**config.mk**
```make
export PLATFORM = sky130hd
export DESIGN_NAME = dedup_key_table
export DESIGN_NICKNAME = d
export VERILOG_FILES = /design/src/sv/dkt_pkg.sv /design/src/sv/dkt_ctrl.sv /design/src/sv/dkt_datapath.sv /design/src/sv/dedup_key_table.sv
export SDC_FILE = /design/constraint.sdc
export NUM_CORES = 2
export LEC_CHECK = 0
export BUFFER_PORTS_ARGS = -buffer_cell sky130_fd_sc_hd__buf_2
export CELL_PAD_IN_SITES_DETAIL_PLACEMENT = 1
export CELL_PAD_IN_SITES_GLOBAL_PLACEMENT = 1
export CORE_AREA = 2 2 610 430
export CTS_BUF_LIST = sky130_fd_sc_hd__clkbuf_16
export CTS_CLUSTER_DIAMETER = 120
export DETAILED_ROUTE_END_ITERATION = 6
export DIE_AREA = 0 0 612 432
export PLACE_DENSITY = 0.71
export SLEW_MARGIN = 5
export SYNTH_ARGS = -nofsm -noshare
export SYNTH_HDL_FRONTEND = slang
export SYNTH_SLANG_ARGS = --single-unit
```
**constraint.sdc**
```tcl
create_clock -name clk -period 7.67 [get_ports clk]
set_clock_uncertainty 0.1 [all_clocks]
set_input_delay 1.534 -clock clk [delete_from_list [all_inputs] [get_ports clk]]
set_output_delay 1.534 -clock clk [all_outputs]
set_load 0.05 [all_outputs]
```
**src/sv/dkt_pkg.sv**
```systemverilog
// Shared types and codes for the deduplicating key table.
package dkt_pkg;

    localparam int KEY_W   = 48;
    localparam int INDEX_W = 5;
    localparam int COUNT_W = 6;

    // Command codes carried in the request.
    localparam logic [2:0] CMD_ADD    = 3'd0;
    localparam logic [2:0] CMD_REMOVE = 3'd1;
    localparam logic [2:0] CMD_FIND   = 3'd2;
    localparam logic [2:0] CMD_GET    = 3'd3;
    localparam logic [2:0] CMD_CLEAR  = 3'd4;

    // Status codes returned with every result.
    localparam logic [2:0] ST_OK       = 3'd0;
    localparam logic [2:0] ST_FULL     = 3'd1;
    localparam logic [2:0] ST_DUP      = 3'd2;
    localparam logic [2:0] ST_RANGE    = 3'd3;
    localparam logic [2:0] ST_NOTFOUND = 3'd4;

    typedef struct packed {
        logic [2:0]         cmd;
        logic [KEY_W-1:0]   key_value;
        logic               key_type;
        logic [INDEX_W-1:0] entry_index;
    } dkt_req_t;

    typedef struct packed {
        logic [2:0]         status;
        logic [INDEX_W-1:0] found_index;
        logic [KEY_W-1:0]   out_key;
        logic               out_type;
        logic [COUNT_W-1:0] entry_count;
    } dkt_rsp_t;

    // Commands from the controller to the datapath.
    typedef struct packed {
        logic capture;
        logic match;
        logic commit;
    } dkt_ctrl_t;

endpackage

```
**src/sv/dkt_ctrl.sv**
```systemverilog
// Controller state machine that sequences capture, match and commit.
module dkt_ctrl
(
    input  logic              clk,
    input  logic              rst_n,
    input  logic              start,
    output logic              busy,
    output logic              done,
    output dkt_pkg::dkt_ctrl_t ctrl
);
    import dkt_pkg::*;

    typedef enum logic [1:0] {
        S_IDLE,
        S_MATCH,
        S_COMMIT
    } state_t;

    state_t state_reg;
    state_t state_next;
    logic   busy_reg;
    logic   busy_next;
    logic   done_reg;
    logic   done_next;
    logic   capture;

    assign capture = start && !busy_reg;

    always_comb
    begin
        state_next = state_reg;
        busy_next  = busy_reg;
        done_next  = 1'b0;
        case (state_reg)
            S_IDLE:
            begin
                if (capture)
                begin
                    state_next = S_MATCH;
                    busy_next  = 1'b1;
                end
            end
            S_MATCH:
            begin
                state_next = S_COMMIT;
            end
            S_COMMIT:
            begin
                state_next = S_IDLE;
                busy_next  = 1'b0;
                done_next  = 1'b1;
            end
            default:
            begin
                state_next = S_IDLE;
                busy_next  = 1'b0;
            end
        endcase
    end

    always_ff @(posedge clk or negedge rst_n)
    begin
        if (!rst_n)
        begin
            state_reg <= S_IDLE;
            busy_reg  <= 1'b0;
            done_reg  <= 1'b0;
        end
        else
        begin
            state_reg <= state_next;
            busy_reg  <= busy_next;
            done_reg  <= done_next;
        end
    end

    assign busy         = busy_reg;
    assign done         = done_reg;
    assign ctrl.capture = capture;
    assign ctrl.match   = (state_reg == S_MATCH);
    assign ctrl.commit  = (state_reg == S_COMMIT);

endmodule

```
**src/sv/dkt_datapath.sv**
```systemverilog
// Key cells, parallel compare, shift-down removal and result register.
module dkt_datapath #(
    parameter int TABLE_DEPTH = 32
)
(
    input  logic               clk,
    input  logic               rst_n,
    input  dkt_pkg::dkt_ctrl_t ctrl,
    input  dkt_pkg::dkt_req_t  req,
    output dkt_pkg::dkt_rsp_t  rsp
);
    import dkt_pkg::*;

    localparam int IDX_W = (TABLE_DEPTH > 1) ? $clog2(TABLE_DEPTH) : 1;
    localparam int CNT_W = $clog2(TABLE_DEPTH + 1);
    localparam int CMP_W = (CNT_W > INDEX_W) ? CNT_W : INDEX_W;
    localparam int ADR_W = (IDX_W > INDEX_W) ? IDX_W : INDEX_W;

    logic [KEY_W-1:0]     key_reg [TABLE_DEPTH];
    logic                 type_reg [TABLE_DEPTH];
    logic [CNT_W-1:0]     count_reg;
    logic [CNT_W-1:0]     count_next;
    dkt_req_t             req_reg;
    dkt_rsp_t             rsp_reg;
    dkt_rsp_t             rsp_next;

    // Match-stage registers.
    logic                 hit_reg;
    logic                 hit_next;
    logic [IDX_W-1:0]     hit_idx_reg;
    logic [IDX_W-1:0]     hit_idx_next;
    logic                 in_range_reg;
    logic [KEY_W-1:0]     rd_key_reg;
    logic                 rd_type_reg;

    logic [TABLE_DEPTH-1:0] match_vec;
    logic [ADR_W-1:0]     idx_ext;
    logic [IDX_W-1:0]     idx_addr;
    logic                 full;
    logic                 wr_en;
    logic                 shift_en;
    logic [IDX_W-1:0]     wr_addr;

    assign idx_ext  = ADR_W'(req_reg.entry_index);
    assign idx_addr = idx_ext[IDX_W-1:0];
    assign full     = (count_reg == CNT_W'(TABLE_DEPTH));
    assign wr_addr  = IDX_W'(count_reg);

    always_ff @(posedge clk)
    begin
        if (ctrl.capture)
        begin
            req_reg <= req;
        end
    end

    // Every live cell compares its key against the request at once.
    generate
        for (genvar i = 0; i < TABLE_DEPTH; i++)
        begin : g_match
            assign match_vec[i] = (count_reg > CNT_W'(i)) &&
                                  (key_reg[i] == req_reg.key_value);
        end
    endgenerate

    // The lowest matching cell wins.
    always_comb
    begin
        hit_next     = 1'b0;
        hit_idx_next = '0;
        for (int i = TABLE_DEPTH - 1; i >= 0; i--)
        begin
            if (match_vec[i])
            begin
                hit_next     = 1'b1;
                hit_idx_next = IDX_W'(i);
            end
        end
    end

    always_ff @(posedge clk)
    begin
        if (ctrl.match)
        begin
            hit_reg      <= hit_next;
            hit_idx_reg  <= hit_idx_next;
            in_range_reg <= (CMP_W'(req_reg.entry_index) < CMP_W'(count_reg));
            rd_key_reg   <= key_reg[idx_addr];
            rd_type_reg  <= type_reg[idx_addr];
        end
    end

    always_comb
    begin
        count_next = count_reg;
        wr_en      = 1'b0;
        shift_en   = 1'b0;
        rsp_next   = '0;
        case (req_reg.cmd)
            CMD_ADD:
            begin
                if (full)
                begin
                    rsp_next.status = ST_FULL;
                end
                else if (hit_reg)
                begin
                    rsp_next.status = ST_DUP;
                end
                else
                begin
                    wr_en      = 1'b1;
                    count_next = count_reg + CNT_W'(1);
                end
            end
            CMD_REMOVE:
            begin
                if (!in_range_reg)
                begin
                    rsp_next.status = ST_RANGE;
                end
                else
                begin
                    shift_en   = 1'b1;
                    count_next = count_reg - CNT_W'(1);
                end
            end
            CMD_FIND:
            begin
                if (hit_reg)
                begin
                    rsp_next.found_index = INDEX_W'(hit_idx_reg);
                end
                else
                begin
                    rsp_next.status = ST_NOTFOUND;
                end
            end
            CMD_GET:
            begin
                if (in_range_reg)
                begin
                    rsp_next.out_key  = rd_key_reg;
                    rsp_next.out_type = rd_type_reg;
                end
                else
                begin
                    rsp_next.status = ST_RANGE;
                end
            end
            CMD_CLEAR:
            begin
                count_next = '0;
            end
            default:
            begin
                count_next = count_reg;
            end
        endcase
        rsp_next.entry_count = COUNT_W'(count_next);
    end

    // Each cell loads a new key, takes its upper neighbor on removal, or holds.
    generate
        for (genvar i = 0; i < TABLE_DEPTH; i++)
        begin : g_cell
            always_ff @(posedge clk)
            begin
                if (ctrl.commit && wr_en && (wr_addr == IDX_W'(i)))
                begin
                    key_reg[i]  <= req_reg.key_value;
                    type_reg[i] <= req_reg.key_type;
                end
                else if (ctrl.commit && shift_en && (IDX_W'(i) >= idx_addr))
                begin
                    if (i < TABLE_DEPTH - 1)
                    begin
                        key_reg[i]  <= key_reg[(i + 1) % TABLE_DEPTH];
                        type_reg[i] <= type_reg[(i + 1) % TABLE_DEPTH];
                    end
                end
            end
        end
    endgenerate

    always_ff @(posedge clk or negedge rst_n)
    begin
        if (!rst_n)
        begin
            count_reg <= '0;
        end
        else if (ctrl.commit)
        begin
            count_reg <= count_next;
        end
    end

    always_ff @(posedge clk)
    begin
        if (ctrl.commit)
        begin
            rsp_reg <= rsp_next;
        end
    end

    assign rsp = rsp_reg;

endmodule

```
**src/sv/dedup_key_table.sv**
```systemverilog
// Top level of the deduplicating key table: controller plus datapath.
//
//  Channel   Ports                 Transfer happens when
//  -------   -------------------   ---------------------------------------
//  command   start, busy, req      rising edge with start high, busy low
//  result    done, rsp             rising edge ending the cycle done is high
//
// Each command goes from transfer to result in order: the request is
// captured at the transfer, every live cell compares its key in parallel
// and the lowest match is encoded, then the cells, count and result are
// updated. busy is high through the match and commit steps; done pulses for
// one cycle right after, and a new command may be transferred in that same
// cycle; none is taken while busy is high. Reset is asynchronous and active
// low; it empties the table by clearing the count, while the key cells keep
// what they hold. The receiver cannot stall, so a result is never held back.
module dedup_key_table #(
    parameter int TABLE_DEPTH = 32
)
(
    input  logic              clk,
    input  logic              rst_n,
    input  logic              start,
    output logic              busy,
    input  dkt_pkg::dkt_req_t req,
    output logic              done,
    output dkt_pkg::dkt_rsp_t rsp
);
    import dkt_pkg::*;

    // Command bundle from the controller into the datapath.
    dkt_ctrl_t ctrl;

    dkt_ctrl u_ctrl
    (
        .clk   (clk),
        .rst_n (rst_n),
        .start (start),
        .busy  (busy),
        .done  (done),
        .ctrl  (ctrl)
    );

    dkt_datapath #(
        .TABLE_DEPTH (TABLE_DEPTH)
    ) u_datapath
    (
        .clk   (clk),
        .rst_n (rst_n),
        .ctrl  (ctrl),
        .req   (req),
        .rsp   (rsp)
    );

    // A transfer always produces its result after the match and commit steps.
    a_result_follows: assert property (@(posedge clk) disable iff (!rst_n)
        (start && !busy) |=> busy ##1 busy ##1 done)
        else $error("result did not follow a command transfer");

    // A result is only ever shown after a working cycle.
    a_done_after_busy: assert property (@(posedge clk) disable iff (!rst_n)
        done |-> $past(busy))
        else $error("result strobe without preceding work");

    // The strobe lands in an idle cycle, so the block is ready with it.
    a_done_idle: assert property (@(posedge clk) disable iff (!rst_n)
        done |-> !busy)
        else $error("result strobe while still busy");

endmodule
```
---- Word-level counts from Yosys, hierarchy flattened ----
Memory sizes are Yosys's and may differ from the RTL's. A register that Yosys moved wholly into a read port is not among the register bits.
Cells that the tools add are included.
word-level totals
  RAM bits ................................ 1568
  logic and storage cells ................. 611
  register bits after elaboration ......... 137
  input port bits ......................... 60
  memories kept ........................... 2
  output and inout port bits .............. 65
memory list
  memory               depth  bits a word  rd ports  clocked after Yosys merged registers in  write ports  RTL line            text
  u_datapath.key_reg   32     48           33        1                                        31           dkt_datapath.sv:19  logic [KEY_W-1:0] key_reg [TABLE_DEPTH];
  u_datapath.type_reg  32     1            32        1                                        31           dkt_datapath.sv:20  logic type_reg [TABLE_DEPTH];
cells by class
  multiplexer cells ....................... 276
  magnitude comparators ................... 64
  reductions and logical operators ........ 113
  eq/ne operators ......................... 71
  bitwise gates (word level) .............. 63
  $add $sub $neg .......................... 2
operators with widths
  operator                                                       count
  == test 48 bit                                                 32
  2-to-1 mux 48 bit                                              32
  2-to-1 mux 1 bit                                               200
  logical AND 1 bit                                              98
  greater-than comparator 6 x 5 -> 1 bit, second input constant  16
  2-to-1 mux 5 bit                                               18
  == test 5 bit, second input constant                           16
  >= comparator 5 bit, first input constant                      15
  bitwise OR 1 bit                                               62
  greater-than comparator 6 x 4 -> 1 bit, second input constant  8
  OR reduction 48 bit                                            1
  == test 5 x 4 -> 1 bit, second input constant                  8
  >= comparator 4 x 5 -> 1 bit, first input constant             8
  2-to-1 mux 4 bit                                               8
  OR reduction 31 bit                                            1
  greater-than comparator 6 x 3 -> 1 bit, second input constant  4
  == test 5 x 3 -> 1 bit, second input constant                  4
  >= comparator 3 x 5 -> 1 bit, first input constant             4
  2-to-1 mux 3 bit                                               6
  2-to-1 mux 6 bit                                               3
  case mux 6 bit (3 select lines)                                1
  OR reduction 16 bit                                            1
  greater-than comparator 6 x 1 -> 1 bit, second input constant  2
  greater-than comparator 6 x 2 -> 1 bit, second input constant  2
  other kinds (28)                                               39

---- Longest topological paths before layout ----
An unclocked memory read counts as a cell.
  depth in word-level cells ............... 34
  mapped depth ............................ 15
  depth with buffers taken out ............ 13

---- Cells and area by module ----
A second synthesis with hierarchy kept.
unflattened totals
  cell total of the unflattened synthesis .. 7717
  area total of the unflattened synthesis .. 105912.8 um^2
by module, submodules not included
  module        cells each  seq. area each (um^2)  instances  area an instance (um^2)
  dkt_datapath  7703        52520.4                1          105736.4
  dkt_ctrl      14          100.1                  1          176.4

---- Worst setup path after synthesis ----
No wires, ideal clock.
  path type ............................... register to register
  from .................................... reg u_datapath.count_reg[0]
  to ...................................... mem u_datapath.key_reg[20][0] (enable)
  period minus slack after synthesis ...... 6.057 ns
  slack ................................... 1.613 ns
  arrival ................................. 5.434 ns
  required time ........................... 7.047 ns
  stages on the path, launching flop included .. 11
  path buffers ............................ 2
  library setup time ...................... 0.523 ns
  cell sequence ........................... dfrtp_1 -> clkbuf_1 -> inv_1 -> ha_1 -> clkbuf_1 -> and3_1 -> nor3_1 -> nand2_1 -> nor3_1 -> nand2_1 -> o21ai_0
RTL lines
  element                 RTL line             text
  from (decl)             dkt_datapath.sv:21   logic [CNT_W-1:0] count_reg;
  from (signal assigned)  dkt_datapath.sv:194  count_reg <= count_next;
  to (decl)               dkt_datapath.sv:19

---- Final worst setup path ----
  from .................................... reg u_datapath.req_reg[39] (netlist name)
  to ...................................... reg u_datapath.hit_idx_reg[1], data pin
between the ends
  word-level cells in the longest chain between the ends .. 32
  elaborated cells on any way between the ends .. 95
  those cells by class .................... eq/ne (32); mux (30); reduce/logical (33)
ends and longest elaborated chain
  element                          RTL line            text
  from (decl)                      dkt_datapath.sv:23  dkt_req_t req_reg;
  from (signal assigned)           dkt_datapath.sv:53  req_reg <= req;
  == test 48 bit                   dkt_datapath.sv:62  (key_reg[i] == req_reg.key_value);
  logical AND 1 bit                dkt_datapath.sv:61  assign match_vec[i] = (count_reg > CNT_W'(i)) &&
  2-to-1 mux 5 bit (16 in series)  dkt_datapath.sv:73  if (match_vec[i])
  2-to-1 mux 4 bit (8 in series)   dkt_datapath.sv:73
  2-to-1 mux 3 bit (4 in series)   dkt_datapath.sv:73
  2-to-1 mux 2 bit (2 in series)   dkt_datapath.sv:73
  to (signal assigned)             dkt_datapath.sv:86  hit_idx_reg <= hit_idx_next;
  to (decl)                        dkt_datapath.sv:30  logic [IDX_W-1:0] hit_idx_reg;
Parallel ways exist; a longest one is shown, timed or not.
A chain may end at the register's enable or synchronous reset.

==> results.sh <==
export IMPL_outcome="finished, violations left"
export IMPL_violations="capacitance limit, slew limit"
export IMPL_clockBufferDepth=4
export IMPL_slew_headroom=-0.04272
export IMPL_start_kind="flip-flop"
export IMPL_core_area_mm2=0.2595
export IMPL_largest_reg_flops=1536
export IMPL_path_clk_slew_ns=0.06
export IMPL_p_leak_uw=0.03700
export IMPL_power_frac_clock=0.323
export IMPL_synth_seq_area_share=0.5111
export IMPL_grt_pass1_vias=69040
export IMPL_cap_violations=1
export IMPL_cts_sinks=1754
export IMPL_synth_cell_types=64
export IMPL_root_buffer="clkbuf_16"
export IMPL_clk_latency_ns=0.92
export IMPL_dpl_cell_area_mm2=0.1079
export IMPL_htree_num_levels=4
export IMPL_grt_max_degree=96
export IMPL_path_cells="buf_4 -> inv_1 -> a221oi_1 -> and3_1 -> nand4_1 -> or3_1 -> nand2_1 -> a211oi_2 -> o31ai_1 -> a21boi_1 -> o311ai_1 -> a21o_1"
export IMPL_rsz0062_at_grt="false"
export IMPL_ctsHoldBuffers=0
export IMPL_pin_count=125
export IMPL_synth_edf_count=1744
export IMPL_num_rows=157
export IMPL_pwr_share_seq=0.388
export IMPL_synth_fp_nets=7332
export IMPL_switching_share=0.3573
export IMPL_final_common_cell="edfxtp_1"
export IMPL_stdcell_area_mm2=0.1143
export IMPL_ir_drop_v=0.0001889
export IMPL_ys_ff_latch=1754
export IMPL_routed_via_density=6.795
export IMPL_fp_dieW_um=612
export IMPL_numPortBuffers=124
export IMPL_worstPathRequired_ns=8.36
export IMPL_power_frac_comb=0.290
export IMPL_cp_top_family="compound AO/OA/AOI/OAI gates"
export IMPL_p_int_uw=19270
export IMPL_path_max_fanout=48
export IMPL_finalSetupViolCount=0
export IMPL_numCtsBuffers=197
export IMPL_hold_viol=0
export IMPL_total_power_uw=29970
export IMPL_worst_pin_slew_ns=1.550
export IMPL_min_path_type="flip-flop to flip-flop"
export IMPL_p_sw_uw=10710
export IMPL_async_flop_share=0.005701
export IMPL_wire_per_inst_um=48.41
export IMPL_yosys_warnings=0
export IMPL_drt_wl_total_um=528400
export IMPL_die_area_mm2=0.2644
export IMPL_mostFrequentLayoutCells="edfxtp_1, mux2_2, xor2_1"
export IMPL_critPathBufInv=2
export IMPL_min_period_over_period=0.7715
export IMPL_place_hpwl_um=380900
export IMPL_vias=74160
export IMPL_min_period_ns=5.918
export IMPL_cts_tree="built"
export IMPL_tns_ns=0
export IMPL_dr_pass1_iters=6
export IMPL_first_iter_violations=13700
export IMPL_dp_cells=10470
export IMPL_criticalPathCategory="flip-flop to flip-flop"
export IMPL_critPathCaptureType="flip-flop"
export IMPL_initial_utilization=0.3968
export IMPL_netlist_area_mm2=0.1030
export IMPL_ant_nets=0
export IMPL_worst_path_max_delay_cell="a221oi_1"
export IMPL_finalNonFillerCells=10910
export IMPL_grt_pass1_wl_um=685800
export IMPL_final_max_slew_violation_count=3
export IMPL_syn_inst=7262
export IMPL_areaGrowthSynthToFinish_pct=11.00
export IMPL_chipHeight_um=432
export IMPL_overflow=0
export IMPL_max_freq_mhz=169.0
export IMPL_grt_usage=0.3911
export IMPL_avgSynthCellArea_um2=14.18
export IMPL_place_ws_ns=2.164
export IMPL_powerDensity_mw_per_mm2=262.3
export IMPL_postCtsSetupRepairBufs=0
export IMPL_postCtsResizedCells=0
export IMPL_drive_gt1_frac=0.3461
export IMPL_layout_nets=7242
export IMPL_ys_flop_type="edfxtp_1"
export IMPL_antenna_found_initial=78
export IMPL_place_congestion=1.055
export IMPL_worstPathArrival_ns=6.60
export IMPL_drc_errors=0
export IMPL_cpPeakStageDelay_ns=1.18
export IMPL_setup_slack_ns=1.752
## kinds of logic after synthesis
family / count (synthesis) / synth area share
AO/OA/AOI/OAI: 319 / 0.01833
XOR/XNOR: 1515 / 0.1289
adder cells (fa/ha/maj): 10 / 0.001215
buffers and inverters: 702 / 0.02908
flip-flops: 1754 / 0.5111
multiplexers: 1950 / 0.2585
AND/OR/NAND/NOR: 1012 / 0.05294
## synthesized netlist by cell type, types with 3 or more instances
cell / instances / area (um2)
xnor2_1: 729 / 6385
buf_6: 5 / 56.30
nand3_1: 28 / 140.1
a21oi_1: 35 / 175.2
o21ai_0: 138 / 690.7
mux2_2: 1333 / 15010
a21o_1: 16 / 120.1
a31oi_1: 6 / 37.54
nor3_1: 27 / 135.1
xor2_1: 786 / 6884
mux2i_1: 126 / 1261
nand2_1: 292 / 1096
or2_2: 36 / 225.2
buf_1: 126 / 473.0
o22ai_1: 75 / 469.2
buf_4: 13 / 97.59
nor2b_1: 9 / 56.30
nand2b_1: 12 / 75.07
nand4_1: 235 / 1470
nor4_1: 244 / 1526
ha_1: 10 / 125.1
and2_1: 61 / 381.6
a221oi_1: 4 / 35.03
dfrtp_1: 10 / 250.2
edfxtp_1: 1744 / 52370
mux4_2: 427 / 9617
nor4_2: 3 / 37.54
mux2_1: 64 / 720.7
a2111oi_0: 6 / 52.55
and3_1: 6 / 37.54
inv_1: 31 / 116.4
nor2_1: 46 / 172.7
clkbuf_1: 303 / 1137
a211oi_1: 4 / 30.03
o21ai_1: 7 / 35.03
inv_2: 6 / 22.52
buf_2: 218 / 1091
o21bai_1: 4 / 30.03
or4_1: 4 / 30.03
## routing by layer
| layer | wire (um) | part of all wire | global-route usage | up-vias |
|---|---|---|---|---|
| met4 | 17440 | 0.033 | 0.1095 | 50 |
| met5 | 1152 | 0.0022 | 0.04707 | - |
| li1 | - | - | - | 27480 |
| met3 | 101300 | 0.19 | 0.2297 | 781 |
| met1 | 208200 | 0.39 | 0.5430 | 39730 |
| met2 | 200300 | 0.38 | 0.5006 | 6108 |
## path summary, 6_finish.rpt
| path | slack, ns | end | depth (start not counted) | start |
|---|---|---|---|---|
| setup / recovery | 1.75 | u_datapath.hit_idx_reg[1] | 12 | u_datapath.req_reg[39] |
| hold / removal | 0.42 | u_datapath.rsp[49] | 1 | u_datapath.rd_key_reg[42] |
| setup reg to reg | 1.75 | u_datapath.hit_idx_reg[1] | 12 | u_datapath.req_reg[39] |
| hold reg to reg | 0.42 | u_datapath.rsp[49] | 1 | u_datapath.rd_key_reg[42] |
| max in group asynchronous | 6.77 | u_ctrl.busy | 1 | rst_n |
| min in group asynchronous | 0.43 | u_ctrl.state_reg[0] | 1 | rst_n |
## through the flow
stage | util | hold WS [ns]
2_1_floorplan | - | 0.3206
3_3_place_gp | 0.4157 | 0.3705
3_5_place_dp | 0.4158 | 0.3887
4_1_cts | 0.4394 | 0.4022
5_1_grt | 0.4402 | 0.4353
6_report | 0.4404 | 0.4232
## power groups by stage
stage / clock (uW) / sequential, uW / combinational [uW]
after detailed placement: 0 / 11800 / 8150
final: 9670 / 11600 / 8680
after global placement: 0 / 11800 / 8060
after global routing: 9950 / 11600 / 8680
after floorplan: 0 / 11800 / 4440
after CTS: 9660 / 11600 / 8190
## final cells by class
class / instances / area [um2]
fill: 25700 / 145200
sequential: 1754 / 52620
multi-input combinational: 4806 / 47880
clock buffer: 201 / 5030
tap: 3498 / 4377
timing repair buffer: 376 / 2925
clock inverter: 145 / 1071
antenna: 97 / 242.7
inverter: 37 / 138.9
Power figures use the tool's default switching activity.
